<file path="config.mk">
export PLATFORM = sky130hd
export DESIGN_NAME = utf8_to_json_string_escaper
export DESIGN_NICKNAME = d
export VERILOG_FILES = /design/src/rtl/core/u8js_pkg.sv /design/src/rtl/core/u8js_front.sv /design/src/rtl/core/u8js_queue.sv /design/src/rtl/core/u8js_back.sv /design/src/rtl/core/utf8_to_json_string_escaper.sv
export VERILOG_INCLUDE_DIRS = /design/src /design/src/rtl/core
export SDC_FILE = /design/constraint.sdc
export NUM_CORES = 1
export LEC_CHECK = 0
export ABC_AREA = 1
export BUFFER_PORTS_ARGS = -buffer_cell sky130_fd_sc_hd__buf_2
export CORE_MARGIN = 4
export CORE_UTILIZATION = 40
export CTS_BUF_LIST = sky130_fd_sc_hd__clkbuf_4 sky130_fd_sc_hd__clkbuf_8 sky130_fd_sc_hd__clkbuf_16
export CTS_CLUSTER_DIAMETER = 150
export DETAILED_ROUTE_END_ITERATION = 8
export HOLD_SLACK_MARGIN = 0.02
export PLACE_DENSITY = 0.57
export SLEW_MARGIN = 10
export SYNTH_ARGS = -nofsm -noshare
export SYNTH_HDL_FRONTEND = slang
export SYNTH_HIERARCHICAL = 1
export SYNTH_SLANG_ARGS = --single-unit
</file>
<file path="constraint.sdc">
create_clock -name clk -period 10.4 [get_ports clk]
set_clock_uncertainty 0.05 [all_clocks]
set_input_delay 1.04 -clock clk [delete_from_list [all_inputs] [get_ports clk]]
set_output_delay 1.04 -clock clk [all_outputs]
set_load 0.02 [all_outputs]
</file>
<file path="src/rtl/core/assert_macros.svh">
// Assertion macros shared by the RTL that carries concurrent checks.
// No dependencies; included by the top level.
`ifndef ASSERT_MACROS_SVH
`define ASSERT_MACROS_SVH

// Property must hold on every rising clock edge outside reset.
`define ASSERT_ALWAYS(lbl, clk, rst_n, prop) \
    lbl: assert property (@(posedge clk) disable iff (!rst_n) (prop)) \
        else $error("assertion failed: invariant");

// Antecedent implies consequent in the same cycle.
`define ASSERT_IMPLIES(lbl, clk, rst_n, ante, cons) \
    lbl: assert property (@(posedge clk) disable iff (!rst_n) (ante) |-> (cons)) \
        else $error("assertion failed: implication");

`endif

</file>
<file path="src/rtl/core/u8js_pkg.sv">
// Shared types, constants and helpers for the UTF-8 to JSON string escaper.
// No dependencies; used by all modules of the block.
package u8js_pkg;

    localparam int QUEUE_DEPTH = 4;

    localparam logic [7:0] CH_QUOTE     = 8'h22;
    localparam logic [7:0] CH_BACKSLASH = 8'h5C;
    localparam logic [7:0] CH_U         = 8'h75;

    // How the code point of one job is rendered
    typedef enum logic [2:0] {
        KIND_NONE,  // no code point, quotes only
        KIND_LIT,   // one printable byte
        KIND_ESC,   // backslash plus one byte
        KIND_U1,    // one \uXXXX escape
        KIND_U2     // surrogate pair, two \uXXXX escapes
    } kind_t;

    // One unit of work passed from the decoder to the output sequencer
    typedef struct packed {
        logic        open_q;   // opening quote first
        logic        close_q;  // closing quote last
        kind_t       kind;
        logic [7:0]  ch;       // byte for KIND_LIT / KIND_ESC
        logic [15:0] w0;       // first (or only) escaped word
        logic [15:0] w1;       // low surrogate
    } job_t;

    // Lowercase hex digit for a nibble
    function automatic logic [7:0] hex_char(input logic [3:0] n);
        if (n < 4'd10)
            return 8'h30 + {4'b0, n};
        else
            return 8'h57 + {4'b0, n};
    endfunction

endpackage

</file>
<file path="src/rtl/core/u8js_front.sv">
// Front end: accepts raw UTF-8 bytes, decodes multibyte sequences and
// classifies each code point into a job. Depends on u8js_pkg.
module u8js_front
(
    input  logic            clk,
    input  logic            rst_n,
    input  logic [7:0]      in_byte,
    input  logic            string_last,
    input  logic            accept,
    output logic            push,
    output u8js_pkg::job_t  job
);

    logic        in_string_reg, in_string_next;
    logic [1:0]  pending_reg, pending_next;
    logic [20:0] code_reg, code_next;

    logic        emit;
    logic [20:0] ec;
    logic [20:0] code_acc;
    logic [20:0] sup;

    // Decoder state update and code point extraction
    always_comb
    begin
        emit         = 1'b0;
        ec           = '0;
        code_acc     = {code_reg[14:0], in_byte[5:0]};
        pending_next = pending_reg;
        code_next    = code_reg;
        if (pending_reg != 2'd0 && in_byte[7:6] == 2'b10)
        begin
            pending_next = pending_reg - 2'd1;
            code_next    = code_acc;
            if (pending_reg == 2'd1)
            begin
                emit      = 1'b1;
                ec        = code_acc;
                code_next = '0;
            end
        end
        else
        begin
            // fresh byte; a failed continuation drops the partial sequence
            pending_next = 2'd0;
            code_next    = '0;
            if (!in_byte[7])
            begin
                emit = 1'b1;
                ec   = {13'b0, in_byte};
            end
            else if (in_byte[7:5] == 3'b110)
            begin
                code_next    = {16'b0, in_byte[4:0]};
                pending_next = 2'd1;
            end
            else if (in_byte[7:4] == 4'b1110)
            begin
                code_next    = {17'b0, in_byte[3:0]};
                pending_next = 2'd2;
            end
            else if (in_byte[7:3] == 5'b11110)
            begin
                code_next    = {18'b0, in_byte[2:0]};
                pending_next = 2'd3;
            end
        end
        // final byte: truncated tail dropped, decoder cleared
        if (string_last)
        begin
            pending_next = 2'd0;
            code_next    = '0;
        end
        in_string_next = !string_last;
    end

    // Classify the code point into a job
    always_comb
    begin
        sup         = ec - 21'h010000;
        job.open_q  = !in_string_reg;
        job.close_q = string_last;
        job.kind    = u8js_pkg::KIND_NONE;
        job.ch      = ec[7:0];
        job.w0      = ec[15:0];
        job.w1      = 16'({6'b0, sup[9:0]} + 16'hDC00);
        if (emit)
        begin
            if (ec == {13'b0, u8js_pkg::CH_QUOTE} || ec == {13'b0, u8js_pkg::CH_BACKSLASH})
                job.kind = u8js_pkg::KIND_ESC;
            else if (ec inside {[21'h20:21'h7E]})
                job.kind = u8js_pkg::KIND_LIT;
            else if (ec > 21'h00FFFF)
            begin
                job.kind = u8js_pkg::KIND_U2;
                job.w0   = 16'({5'b0, sup[20:10]} + 16'hD800);
            end
            else
                job.kind = u8js_pkg::KIND_U1;
        end
    end

    // only transactions that produce output characters enter the queue
    assign push = accept && (!in_string_reg || emit || string_last);

    always_ff @(posedge clk or negedge rst_n)
    begin
        if (!rst_n)
        begin
            in_string_reg <= 1'b0;
            pending_reg   <= 2'd0;
            code_reg      <= '0;
        end
        else if (accept)
        begin
            in_string_reg <= in_string_next;
            pending_reg   <= pending_next;
            code_reg      <= code_next;
        end
    end

endmodule

</file>
<file path="src/rtl/core/u8js_queue.sv">
// Short job queue between the decoder and the output sequencer.
// Depends on u8js_pkg for the job type.
module u8js_queue
#(
    parameter int DEPTH = u8js_pkg::QUEUE_DEPTH
)
(
    input  logic                       clk,
    input  logic                       rst_n,
    input  logic                       push,
    input  u8js_pkg::job_t             push_job,
    input  logic                       pop,
    output logic                       full,
    output logic                       nonempty,
    output u8js_pkg::job_t             head,
    output logic [$clog2(DEPTH+1)-1:0] count
);

    localparam int AW = (DEPTH > 1) ? $clog2(DEPTH) : 1;
    localparam int CW = $clog2(DEPTH + 1);

    u8js_pkg::job_t entry_reg [DEPTH];
    logic [AW-1:0]  wr_ptr_reg, rd_ptr_reg;
    logic [CW-1:0]  count_reg, count_next;
    logic           do_push, do_pop;

    assign full     = (count_reg == CW'(DEPTH));
    assign nonempty = (count_reg != '0);
    assign head     = entry_reg[rd_ptr_reg];
    assign count    = count_reg;
    assign do_push  = push && !full;
    assign do_pop   = pop && nonempty;

    always_comb
    begin
        count_next = count_reg;
        if (do_push && !do_pop)
            count_next = count_reg + CW'(1);
        else if (!do_push && do_pop)
            count_next = count_reg - CW'(1);
    end

    // pointers and fill count
    always_ff @(posedge clk or negedge rst_n)
    begin
        if (!rst_n)
        begin
            wr_ptr_reg <= '0;
            rd_ptr_reg <= '0;
            count_reg  <= '0;
        end
        else
        begin
            count_reg <= count_next;
            if (do_push)
                wr_ptr_reg <= (wr_ptr_reg == AW'(DEPTH - 1)) ? '0 : wr_ptr_reg + AW'(1);
            if (do_pop)
                rd_ptr_reg <= (rd_ptr_reg == AW'(DEPTH - 1)) ? '0 : rd_ptr_reg + AW'(1);
        end
    end

    // entry storage
    always_ff @(posedge clk)
    begin
        if (do_push)
            entry_reg[wr_ptr_reg] <= push_job;
    end

endmodule

</file>
<file path="src/rtl/core/u8js_back.sv">
// Back end: expands the job at the queue head into output characters,
// one per cycle unless out_ready stalls the output register. Depends on u8js_pkg.
module u8js_back
(
    input  logic            clk,
    input  logic            rst_n,
    input  logic            job_valid,
    input  u8js_pkg::job_t  job,
    output logic            pop,
    output logic            out_valid,
    input  logic            out_ready,
    output logic [7:0]      out_char,
    output logic            run_last,
    output logic            string_closed
);

    logic [3:0] pos_reg;
    logic       valid_reg;
    logic [7:0] char_reg;
    logic       last_reg;
    logic       closed_reg;

    logic [3:0]  ncode, ntotal, q;
    logic [3:0]  r;
    logic [15:0] w;
    logic [7:0]  code_ch, ch;
    logic        is_last, is_close, advance;

    // number of characters the code point expands to
    always_comb
    begin
        case (job.kind)
            u8js_pkg::KIND_LIT: ncode = 4'd1;
            u8js_pkg::KIND_ESC: ncode = 4'd2;
            u8js_pkg::KIND_U1:  ncode = 4'd6;
            u8js_pkg::KIND_U2:  ncode = 4'd12;
            default:            ncode = 4'd0;
        endcase
    end

    // character at the current position of the job
    always_comb
    begin
        ntotal = {3'b0, job.open_q} + ncode + {3'b0, job.close_q};
        q      = pos_reg - {3'b0, job.open_q};
        if (q >= 4'd6)
        begin
            w = job.w1;
            r = q - 4'd6;
        end
        else
        begin
            w = job.w0;
            r = q;
        end
        case (job.kind)
            u8js_pkg::KIND_LIT: code_ch = job.ch;
            u8js_pkg::KIND_ESC: code_ch = (q == 4'd0) ? u8js_pkg::CH_BACKSLASH : job.ch;
            default:
            begin
                case (r)
                    4'd0:    code_ch = u8js_pkg::CH_BACKSLASH;
                    4'd1:    code_ch = u8js_pkg::CH_U;
                    4'd2:    code_ch = u8js_pkg::hex_char(w[15:12]);
                    4'd3:    code_ch = u8js_pkg::hex_char(w[11:8]);
                    4'd4:    code_ch = u8js_pkg::hex_char(w[7:4]);
                    default: code_ch = u8js_pkg::hex_char(w[3:0]);
                endcase
            end
        endcase
        is_close = 1'b0;
        if (job.open_q && pos_reg == 4'd0)
            ch = u8js_pkg::CH_QUOTE;
        else if (q < ncode)
            ch = code_ch;
        else
        begin
            ch       = u8js_pkg::CH_QUOTE;
            is_close = 1'b1;
        end
        is_last = (pos_reg == ntotal - 4'd1);
    end

    assign advance       = job_valid && (!valid_reg || out_ready);
    assign pop           = advance && is_last;
    assign out_valid     = valid_reg;
    assign out_char      = char_reg;
    assign run_last      = last_reg;
    assign string_closed = closed_reg;

    // position counter and output valid
    always_ff @(posedge clk or negedge rst_n)
    begin
        if (!rst_n)
        begin
            pos_reg   <= 4'd0;
            valid_reg <= 1'b0;
        end
        else if (advance)
        begin
            valid_reg <= 1'b1;
            pos_reg   <= is_last ? 4'd0 : pos_reg + 4'd1;
        end
        else if (out_ready)
            valid_reg <= 1'b0;
    end

    // output payload
    always_ff @(posedge clk)
    begin
        if (advance)
        begin
            char_reg   <= ch;
            last_reg   <= is_last;
            closed_reg <= is_close;
        end
    end

endmodule

</file>
<file path="src/rtl/core/utf8_to_json_string_escaper.sv">
// UTF-8 to JSON string-literal escaper, top level.
// Slave stream: s_tdata[7:0] is one raw UTF-8 byte, s_tlast marks the last
// byte of a string. Master stream: m_tdata[7:0] is one character of the
// escaped literal, m_tlast marks the last character caused by one input
// transaction, m_tuser is high on the closing quote.
// Each string is wrapped in quotes; quote and backslash are escaped,
// printable ASCII passes, other code points become \uXXXX (surrogate pairs
// above FFFF). Stray bytes, broken sequences and truncated tails are dropped.
// A transaction's first character is registered in the job queue and then
// in the output register before it can leave.
// Input is accepted one byte per cycle while the job queue (QUEUE_DEPTH
// entries) has room; output runs one character per cycle while m_tready is
// high, and a byte can expand to up to 13 characters.
// Sustained rate is one input per cycle for plain ASCII while m_tready stays
// high; escapes are bounded by the single output port.
// Reset clears the decoder, the queue and the output valid flag; no string is
// open afterwards. When m_tready is low the output register holds, the queue
// fills, and s_tready drops once it is full.
`include "assert_macros.svh"

module utf8_to_json_string_escaper
#(
    parameter int QUEUE_DEPTH = u8js_pkg::QUEUE_DEPTH
)
(
    input  logic       clk,
    input  logic       rst_n,
    input  logic       s_tvalid,
    output logic       s_tready,
    input  logic [7:0] s_tdata,   // [7:0] in_byte
    input  logic       s_tlast,   // string_last
    output logic       m_tvalid,
    input  logic       m_tready,
    output logic [7:0] m_tdata,   // [7:0] out_char
    output logic       m_tlast,   // run_last
    output logic       m_tuser    // [0] string_closed
);

    localparam int CW = $clog2(QUEUE_DEPTH + 1);

    u8js_pkg::job_t front_job, head_job;
    logic           accept, push, pop, q_full, q_nonempty;
    logic [CW-1:0]  q_count;

    assign s_tready = !q_full;
    assign accept   = s_tvalid && s_tready;

    u8js_front u_front
    (
        .clk         (clk),
        .rst_n       (rst_n),
        .in_byte     (s_tdata),
        .string_last (s_tlast),
        .accept      (accept),
        .push        (push),
        .job         (front_job)
    );

    u8js_queue #(.DEPTH(QUEUE_DEPTH)) u_queue
    (
        .clk      (clk),
        .rst_n    (rst_n),
        .push     (push),
        .push_job (front_job),
        .pop      (pop),
        .full     (q_full),
        .nonempty (q_nonempty),
        .head     (head_job),
        .count    (q_count)
    );

    u8js_back u_back
    (
        .clk           (clk),
        .rst_n         (rst_n),
        .job_valid     (q_nonempty),
        .job           (head_job),
        .pop           (pop),
        .out_valid     (m_tvalid),
        .out_ready     (m_tready),
        .out_char      (m_tdata),
        .run_last      (m_tlast),
        .string_closed (m_tuser)
    );

    // closing quote always ends the run of its transaction
    `ASSERT_IMPLIES(a_close_is_last, clk, rst_n, m_tvalid && m_tuser, m_tlast)
    // closing flag only ever marks a quote character
    `ASSERT_IMPLIES(a_close_is_quote, clk, rst_n, m_tvalid && m_tuser, m_tdata == u8js_pkg::CH_QUOTE)
    // queue fill never exceeds its depth
    `ASSERT_ALWAYS(a_queue_bound, clk, rst_n, q_count <= CW'(QUEUE_DEPTH))

endmodule
</file>
# Yosys cells after proc, flatten, opt, wreduce, memory -nomap -nowiden

Memory sizes are Yosys's and may differ from the RTL's.
Index checks and enable logic that the tools add are counted.

Bitwise operators: 1
Order comparisons: 9
Reduce and logical (&&, ||, !) cells: 29
Eq/ne operators: 19
Add/sub/neg operators: 22
Mux-type cells: 47

Operators by type and width:

| kind                                                                    | count |
|---|---|
| 16-bit 2-to-1 mux                                                       | 5 |
| 15-bit 2-to-1 mux                                                       | 5 |
| 21-bit 2-to-1 mux                                                       | 2 |
| 8-bit 2-to-1 mux                                                        | 5 |
| 8-bit case mux with 5 select lines                                      | 1 |
| 7-bit by 4-bit adder with 8-bit output (first input constant)           | 4 |
| 6-bit by 4-bit adder with 7-bit output (first input constant)           | 4 |
| 21-bit by 6-bit == test with 1-bit output (second input constant)       | 1 |
| 21-bit by 7-bit == test with 1-bit output (second input constant)       | 1 |
| 21-bit by 6-bit >= comparator with 1-bit output (second input constant) | 1 |
| 21-bit by 16-bit > comparator with 1-bit output (second input constant) | 1 |
| 21-bit by 7-bit <= comparator with 1-bit output (second input constant) | 1 |
| 3-bit 2-to-1 mux                                                        | 7 |
| 21-bit by 17-bit subtractor with 21-bit output (second input constant)  | 1 |
| 11-bit by 15-bit adder with 16-bit output (second input constant)       | 1 |
| 12-bit by 15-bit adder with 16-bit output (second input constant)       | 1 |
| 4-bit less-than comparator (second input constant)                      | 4 |
| 2-bit 2-to-1 mux                                                        | 8 |
| 4-bit case mux with 4 select lines                                      | 1 |
| 8-bit case mux with 2 select lines                                      | 1 |
| 4-bit zero test                                                         | 3 |
| 4-bit 2-to-1 mux                                                        | 3 |
| 1-bit logical AND                                                       | 11 |
| 3-bit == test (second input constant)                                   | 3 |
| other kinds (30)                                                        | 52 |

Logic and storage cells: 139
Memories kept: 1
Output and inout bits: 12
RAM bits: 180
Register bits: 40

Memories:

| memory            | depth | width | read ports | clocked after Yosys merged registers in | wr ports | RTL line         | text |
|---|---|---|---|---|---|---|---|
| u_queue.entry_reg | 4     | 45    | 1          | 0                                       | 1        | u8js_queue.sv:22 | `u8js_pkg::job_t entry_reg [DEPTH];` |

# Longest topological paths before layout

Gate-level depths: netlist (run 1).
An unclocked memory read counts as a cell.

Depth after elaboration: 12
Mapped depth: 25
Gate-level depth less buffers: 24

# By module

Netlist (run 1), hierarchy kept.

By module, submodules not included:

| module                      | area an instance (sq um) | times used | seq. area each (sq um) | cells each |
|---|---|---|---|---|
| u8js_queue                  | 7,707.4                  | 1          | 5,580.4                | 584 |
| u8js_back                   | 1,936.9                  | 1          | 425.4                  | 302 |
| u8js_front                  | 1,905.6                  | 1          | 450.4                  | 304 |
| utf8_to_json_string_escaper | 13.8                     | 1          | 0.0                    | 3 |

# Worst setup path before layout (run 1)

OpenSTA, ideal clock, no wires.

Path kind: input-to-reg
Start point: input port s_tvalid
End point: memory u_queue/entry_reg[0][0] (netlist name) (enable)
Buffers on the path: 1
Stages: 7
Slack: 6.152 ns
Data arrival time: 3.750 ns
Path through: inv_1 > nor2_2 > clkbuf_1 > o31ai_1 > inv_1 > nand2_1 > nor2_1

Word-level cells in the longest chain between the ends: 5

RTL lines:

| element                                | RTL line                          | text |
|---|---|---|
| from (decl)                            | utf8_to_json_string_escaper.sv:28 | `input logic s_tvalid,` |
| 1-bit logical AND                      | utf8_to_json_string_escaper.sv:46 | `assign accept = s_tvalid && s_tready;` |
| net accept                             | utf8_to_json_string_escaper.sv:42 | `logic accept, push, pop, q_full, q_nonempty;` |
| 1-bit logical AND                      | u8js_front.sv:104                 | `assign push = accept && (!in_string_reg \|\| emit \|\| string_last);` |
| net push                               | utf8_to_json_string_escaper.sv:42 |  |
| 1-bit logical AND                      | u8js_queue.sv:31                  | `assign do_push = push && !full;` |
| 1-bit 2-to-1 mux                       | u8js_queue.sv:65                  | `if (do_push)` |
| 1-bit 2-to-1 mux (implied by the code) | u8js_queue.sv:66                  | `entry_reg[wr_ptr_reg] <= push_job;` |
| to (decl)                              | u8js_queue.sv:22                  |  |

The timed path passes the listed nets, and every way through them passes these cells.

==> results.sh, run 1 <==
export IMPL_layout_drive_gt1_share=0.126
export IMPL_power_internal_uw=2220
export IMPL_top_usage_layer="met2"
export IMPL_rrSetupSlack_ns=5.53
export IMPL_r2r_start="u_queue/rd_ptr_reg[1]"
export IMPL_max_cap_violations=0
export IMPL_die_h_um=178
export IMPL_async_reset_ff_frac=0.136
export IMPL_die_area_um2=31700
export IMPL_io_pins=25
export IMPL_timing_rr_end="u_queue/count[1]"
export IMPL_area_delta_synth_final_pct=8.49
export IMPL_first_global_vias=7671
export IMPL_met3_usage=0.0235
export IMPL_dp_hpwl_um=16100
export IMPL_layout_setup_ws_ns=5.53
export IMPL_initial_core_util=0.411
export IMPL_whs_ns=0.454
export IMPL_std_cell_rows=61
export IMPL_final_util=0.445
export IMPL_hold_violations=0
export IMPL_cts_setup_buffers=0
export IMPL_hold_class="register to register"
export IMPL_setup_violations=0
export IMPL_path_class="register to register"
export IMPL_grtUsageMet2=0.261
export IMPL_grt_pass1_wl_um=40600
export IMPL_relSlewSlack=0.363
export IMPL_vias_per_cell=4.89
export IMPL_synth_flop_cell="edfxtp_1"
export IMPL_cts_buffers=25
export IMPL_crit_start="u_queue/rd_ptr_reg[1]"
export IMPL_reg2reg_depth=21
export IMPL_cts_root_buf="clkbuf_16"
export IMPL_p_leak_uw=0.00530
export IMPL_clkPwrFrac=0.211
export IMPL_seq_power_share=0.332
export IMPL_drv_slew=0
export IMPL_startpoint_type="register"
export IMPL_final_nets=1240
export IMPL_p_sw_frac=0.423
export IMPL_wire_per_inst_um=15.5
export IMPL_initialDrtViolationCount=442
export IMPL_power_switching_uw=1620
export IMPL_grtUsageMet1=0.229
export IMPL_drc=0
export IMPL_dieWidth_um=178
export IMPL_finalWeightedCongestion=0.861
export IMPL_synth_cell_types=48
export IMPL_cts_tree="yes"
export IMPL_worst_pin_slew_ns=0.956
export IMPL_cellPowerDensity_nw_per_um2=306
export IMPL_grt_use_total=0.161
export IMPL_overflow=0
export IMPL_clkLatencyLatePin_ns=0.52
export IMPL_post_cts_resized=0
export IMPL_critPathCaptureType="register"
export IMPL_fillers=2718
export IMPL_num_antenna_cells=0
export IMPL_rsz0062_at_grt="no"
export IMPL_period_share=0.469
export IMPL_fin_tns_setup_ns=0
export IMPL_cp_max_fo=48
export IMPL_dpl_instance_area_um2=11800
export IMPL_postRouteAntennaNets=0
export IMPL_ir_drop_v=0.000121
export IMPL_avgSynthCellArea_um2=9.69
export IMPL_fin_crit_ns=4.87
export IMPL_syn_inst=1193
export IMPL_ys_ff_latch=220
export IMPL_arrival_ns=5.23
export IMPL_cts_sinks=220
export IMPL_critPathCapture="u_queue/count[1]"
export IMPL_status="finished, final reports clean"
export IMPL_place_ws_ns=5.49
export IMPL_dr_pass1_iters=5
export IMPL_cts_hold_buffers=0
export IMPL_clk_pin_slew_ns=0.06
export IMPL_comb_power_share=0.457
export IMPL_ys_seq_area_frac=0.558
export IMPL_port_buffer_count=24
export IMPL_via_count=7822
export IMPL_cts_path_max_buffers=3
export IMPL_core_area_um2=28200
export IMPL_synth_edf_count=190
export IMPL_largest_reg_flops=180
export IMPL_fmax_ghz=0.205
export IMPL_yosysWarnings=6
export IMPL_stdcell_area_um2=12500
export IMPL_wirelength_um=24800
export IMPL_htreeDepth=1
export IMPL_syn_cell_area_um2=11600
export IMPL_grt_max_degree=104
export IMPL_crit_required_ns=10.76
export IMPL_antenna_found_initial=0
-- layer usage --
| layer | vias up | routed length (um) | part of all wire |
|---|---|---|---|
| met5 | - | 0 | 0 |
| met4 | 0 | 563 | 0.023 |
| met3 | 40 | 1180 | 0.048 |
| met2 | 151 | 11400 | 0.46 |
| met1 | 3685 | 11600 | 0.47 |
| li1 | 3946 | - | - |
-- worst max-delay path, stage by stage (launching register included) --
cell	delay, ns
dfrtp_2	0.38
buf_4	0.33
inv_2	0.10
buf_4	0.51
o211ai_1	0.17
nand2_1	0.16
nand3b_1	0.16
ha_1	0.31
inv_1	0.04
ha_1	0.20
fa_1	0.39
xnor2_1	0.15
xor2_1	0.14
nor4b_1	0.24
nand2_1	0.16
nor2_1	0.23
nand2_1	0.14
ha_1	0.21
inv_1	0.08
fa_1	0.41
nand2_1	0.08
o21ai_0	0.07
-- kinds of logic (layout without fill, tap and decap cells) --
group           after synthesis  after routing  share of synthesized area
simple gates                506            506                      0.194
buf+inv                     264            287                      0.110
flops                       220            220                      0.558
compound gates              169            169                      0.104
fa+ha+maj                    24             24                     0.0273
xor+xnor                      8              8                    0.00606
other cells                   2              6                   0.000649
-- synth_stat cells, types with 10 or more instances --
library cell,count,area share
a21oi_1,19,0.0082
buf_4,21,0.014
buf_6,23,0.022
dfrtp_1,30,0.065
edfxtp_1,190,0.49
ha_1,22,0.024
inv_1,203,0.066
nand2_1,324,0.11
nand2_2,26,0.014
nand3_1,40,0.017
nand4_1,11,0.0060
nor2_1,64,0.021
nor3_1,11,0.0048
o211ai_1,85,0.055
o21ai_0,23,0.010
o22ai_1,10,0.0054
-- placed cells by master, fill, tap and decap left out, drive strengths merged, types with 20 or more instances in the layout --
master	Yosys	final
nand2	355	355
inv	212	213
edfxtp	190	190
o211ai	93	93
nor2	74	74
nand3	47	47
o21ai	34	34
buf	50	31
dfrtp	30	30
clkbuf	2	30
ha	22	22
a21oi	20	20
-- through the flow --
step | cells | total power, uW
after floorplan | 1197 | 2700
after global placement | 1554 | 3030
after detailed placement | 1554 | 3060
after CTS | 1598 | 3880
after global routing | 1598 | 4180
final | 1598 | 3840
-- worst min path at each step --
stage	from	endpoint	slack [ns]	cells after the start
after floorplan	u_front/code_reg[12]	u_front/code_reg[12]	0.40	2
after global placement	u_back/out_valid	u_back/out_valid	0.43	2
after detailed placement	u_front/code_reg[12]	u_front/code_reg[12]	0.44	2
after CTS	u_front/code_reg[12]	u_front/code_reg[12]	0.45	2
after global routing	u_back/out_valid	u_back/out_valid	0.50	2
final	u_back/out_valid	u_back/out_valid	0.45	2
-- power by group through the flow --
stage	Combinational, uW	Sequential [uW]	Clock, uW
after CTS	1770	1280	834
after global placement	1740	1290	0
final	1750	1270	811
after global routing	2010	1300	872
after detailed placement	1770	1290	0
after floorplan	1420	1280	0
-- final cells by class --
| type | count | area (um2) | area share |
|---|---|---|---|
| flip-flops and latches | 220 | 6460 | 0.515 |
| multi-input cells | 713 | 3870 | 0.309 |
| clock inverters | 14 | 97.6 | 0.00778 |
| clock buffers | 30 | 663 | 0.0529 |
| repair buffers | 31 | 173 | 0.0138 |
| well taps | 378 | 473 | 0.0377 |
| inverters | 212 | 803 | 0.0640 |
Power figures use the tool's default switching activity.
==> inputs of run 2 (changes only) <==
clock period = 5 ns   (was 10.4 ns; I/O delays follow)
==> results.sh, run 2 (synthesized netlist as in run 1, its figures left out) <==
export IMPL_status="finished, final reports clean"
export IMPL_cts_tree="yes"
export IMPL_ir_drop_v=0.000226
export IMPL_p_leak_uw=0.00532
export IMPL_critPathMaxStageDelay_ns=0.64
export IMPL_top_usage_layer="met2"
export IMPL_wire_per_inst_um=15.5
export IMPL_io_pins=25
export IMPL_hold_class="primary input to register"
export IMPL_startpoint_type="register"
export IMPL_initial_core_util=0.411
export IMPL_initialDrtViolationCount=454
export IMPL_layout_commonest_cell="nand2_1"
export IMPL_comb_power_share=0.464
export IMPL_antenna_found_initial=0
export IMPL_die_area_um2=31700
export IMPL_postRouteAntennaNets=0
export IMPL_stdcell_area_um2=12600
export IMPL_final_cells=1602
export IMPL_wirelength_um=24900
export IMPL_drv_slew=0
export IMPL_post_cts_resized=0
export IMPL_timing_rr_end="u_queue/count[1]"
export IMPL_clk_pin_slew_ns=0.06
export IMPL_cpMostUsedCell="nand2_1"
export IMPL_grtUsageMet2=0.255
export IMPL_grt_pass1_wl_um=40100
export IMPL_rrSetupSlack_ns=0.74
export IMPL_cts_setup_buffers=0
export IMPL_grt_max_degree=109
export IMPL_clkPwrFrac=0.209
export IMPL_cts_buffers=25
export IMPL_rsz0062_at_grt="no"
export IMPL_grtUsageMet1=0.235
export IMPL_cellPowerDensity_nw_per_um2=634
export IMPL_seq_power_share=0.327
export IMPL_fin_crit_ns=4.26
export IMPL_met3_usage=0.0244
export IMPL_largest_reg_flops=180
export IMPL_critPathCaptureType="register"
export IMPL_overflow=0
export IMPL_critPathCapture="u_queue/count[1]"
export IMPL_cts_root_buf="clkbuf_16"
export IMPL_arrival_ns=4.61
export IMPL_layout_setup_ws_ns=0.735
export IMPL_die_h_um=178
export IMPL_relSlewSlack=0.292
export IMPL_power_internal_uw=4620
export IMPL_fmax_ghz=0.234
export IMPL_final_cell_mix="nand2_1 (324), inv_1 (203), edfxtp_1 (190), o211ai_1 (85), nor2_1 (60)"
export IMPL_finalWeightedCongestion=0.860
export IMPL_area_delta_synth_final_pct=8.80
export IMPL_reg2reg_depth=18
export IMPL_power_switching_uw=3360
export IMPL_path_cells="o211ai_1, nand2_1, nand3b_1, ha_1, inv_1, ha_1, fa_1, or2_2, nand2_1, nor4b_1, nand2_1, nor2_1, nand2_1, ha_1, inv_1, fa_1, nand2_1, o21ai_0"
export IMPL_path_class="register to register"
export IMPL_first_global_vias=7324
export IMPL_port_buffer_count=24
export IMPL_dp_cells=1557
export IMPL_final_util=0.447
export IMPL_dieWidth_um=178
export IMPL_period_share=0.853
export IMPL_r2r_start="u_queue/rd_ptr_reg[0]"
export IMPL_via_count=7800
export IMPL_crit_start="u_queue/rd_ptr_reg[0]"
export IMPL_num_antenna_cells=0
export IMPL_setup_violations=0
export IMPL_final_nets=1244
export IMPL_p_sw_frac=0.421
export IMPL_crit_required_ns=5.35
export IMPL_hold_violations=0
export IMPL_cp_max_fo=40
export IMPL_cts_sinks=220
export IMPL_dr_pass1_iters=5
export IMPL_htreeDepth=1
export IMPL_layout_drive_gt1_share=0.129
export IMPL_fin_tns_setup_ns=0
export IMPL_std_cell_rows=61
export IMPL_worst_pin_slew_ns=1.06
export IMPL_dp_hpwl_um=16400
export IMPL_max_cap_violations=0
export IMPL_cts_path_max_buffers=3
export IMPL_place_ws_ns=0.723
export IMPL_core_area_um2=28200
export IMPL_grt_use_total=0.160
export IMPL_crit_slowest_cell="dfrtp_4"
export IMPL_vias_per_cell=4.87
export IMPL_clkLatencyLatePin_ns=0.51
export IMPL_drc=0
export IMPL_dpl_instance_area_um2=11800
-- run 2: cell types whose count changed in the layout (fill, tap and decap cells not counted) --
cell           change
clkbuf_8           +2
clkinv_1           -1
clkbuf_4           +5
buf_4              +3
dlygate4sd3_1      +1
inv_6              -1
clkinv_2           -4
bufinv_16          -1
-- run 2: what timing repair did --
| action | 4_1_cts | 5_1_grt |
|---|---|---|
| endpoints found under the hold margin | 10 | 0 |
| setup endpoints to repair | 0 | 0 |
| hold buffers | 1 | 0 |
-- run 2: metrics by stage --
stage,hold slack (ns),power (uW)
2_1_floorplan,0.154,5610
3_3_place_gp,0.433,6320
3_5_place_dp,0.434,6370
4_1_cts,0.160,8080
5_1_grt,0.208,8680
6_report,0.191,7980
-- run 2: final cells by class --
cell class | count | area [um2]
Clock inverter | 7 | 35.0
Sequential cell | 220 | 6460
Tap cell | 378 | 473
Clock buffer | 37 | 728
Fill cell | 2718 | 15600
Inverter | 212 | 803
Timing Repair Buffer | 35 | 205
Multi-Input combinational cell | 713 | 3870
-- run 2: worst min path at each step --
stage                                start          endpoint  slack, ns  depth (start not counted)
after floorplan                      rst_n  u_back/out_valid       0.15                          0
after global placement    u_back/out_valid  u_back/out_valid       0.43                          2
after detailed placement  u_back/out_valid  u_back/out_valid       0.43                          2
after CTS                         m_tready  u_back/out_valid       0.16                          4
after global routing              m_tready  u_back/out_valid       0.21                          4
final                             m_tready  u_back/out_valid       0.19                          4
-- run 2: routing by layer --
metal,share of wire,vias to the layer above
met2,0.45,164
met4,0.019,0
met5,0,-
li1,-,3950
met1,0.49,3655
met3,0.043,31
-- run 2: power by group through the flow --
stage	clock, uW	sequential, uW	combinational [uW]
floorplan	0	2650	2960
global placement	0	2640	3680
detailed placement	0	2650	3730
CTS	1730	2610	3740
global route	1800	2650	4230
finish	1670	2610	3700
-- run 2: critical path: cells and delay by family, from the launching register on --
family	cells	cell delay, ns
compound gates	2	0.30
fa+ha+maj	5	1.63
buf+inv	2	0.13
flops	1	0.64
simple gates	9	1.41
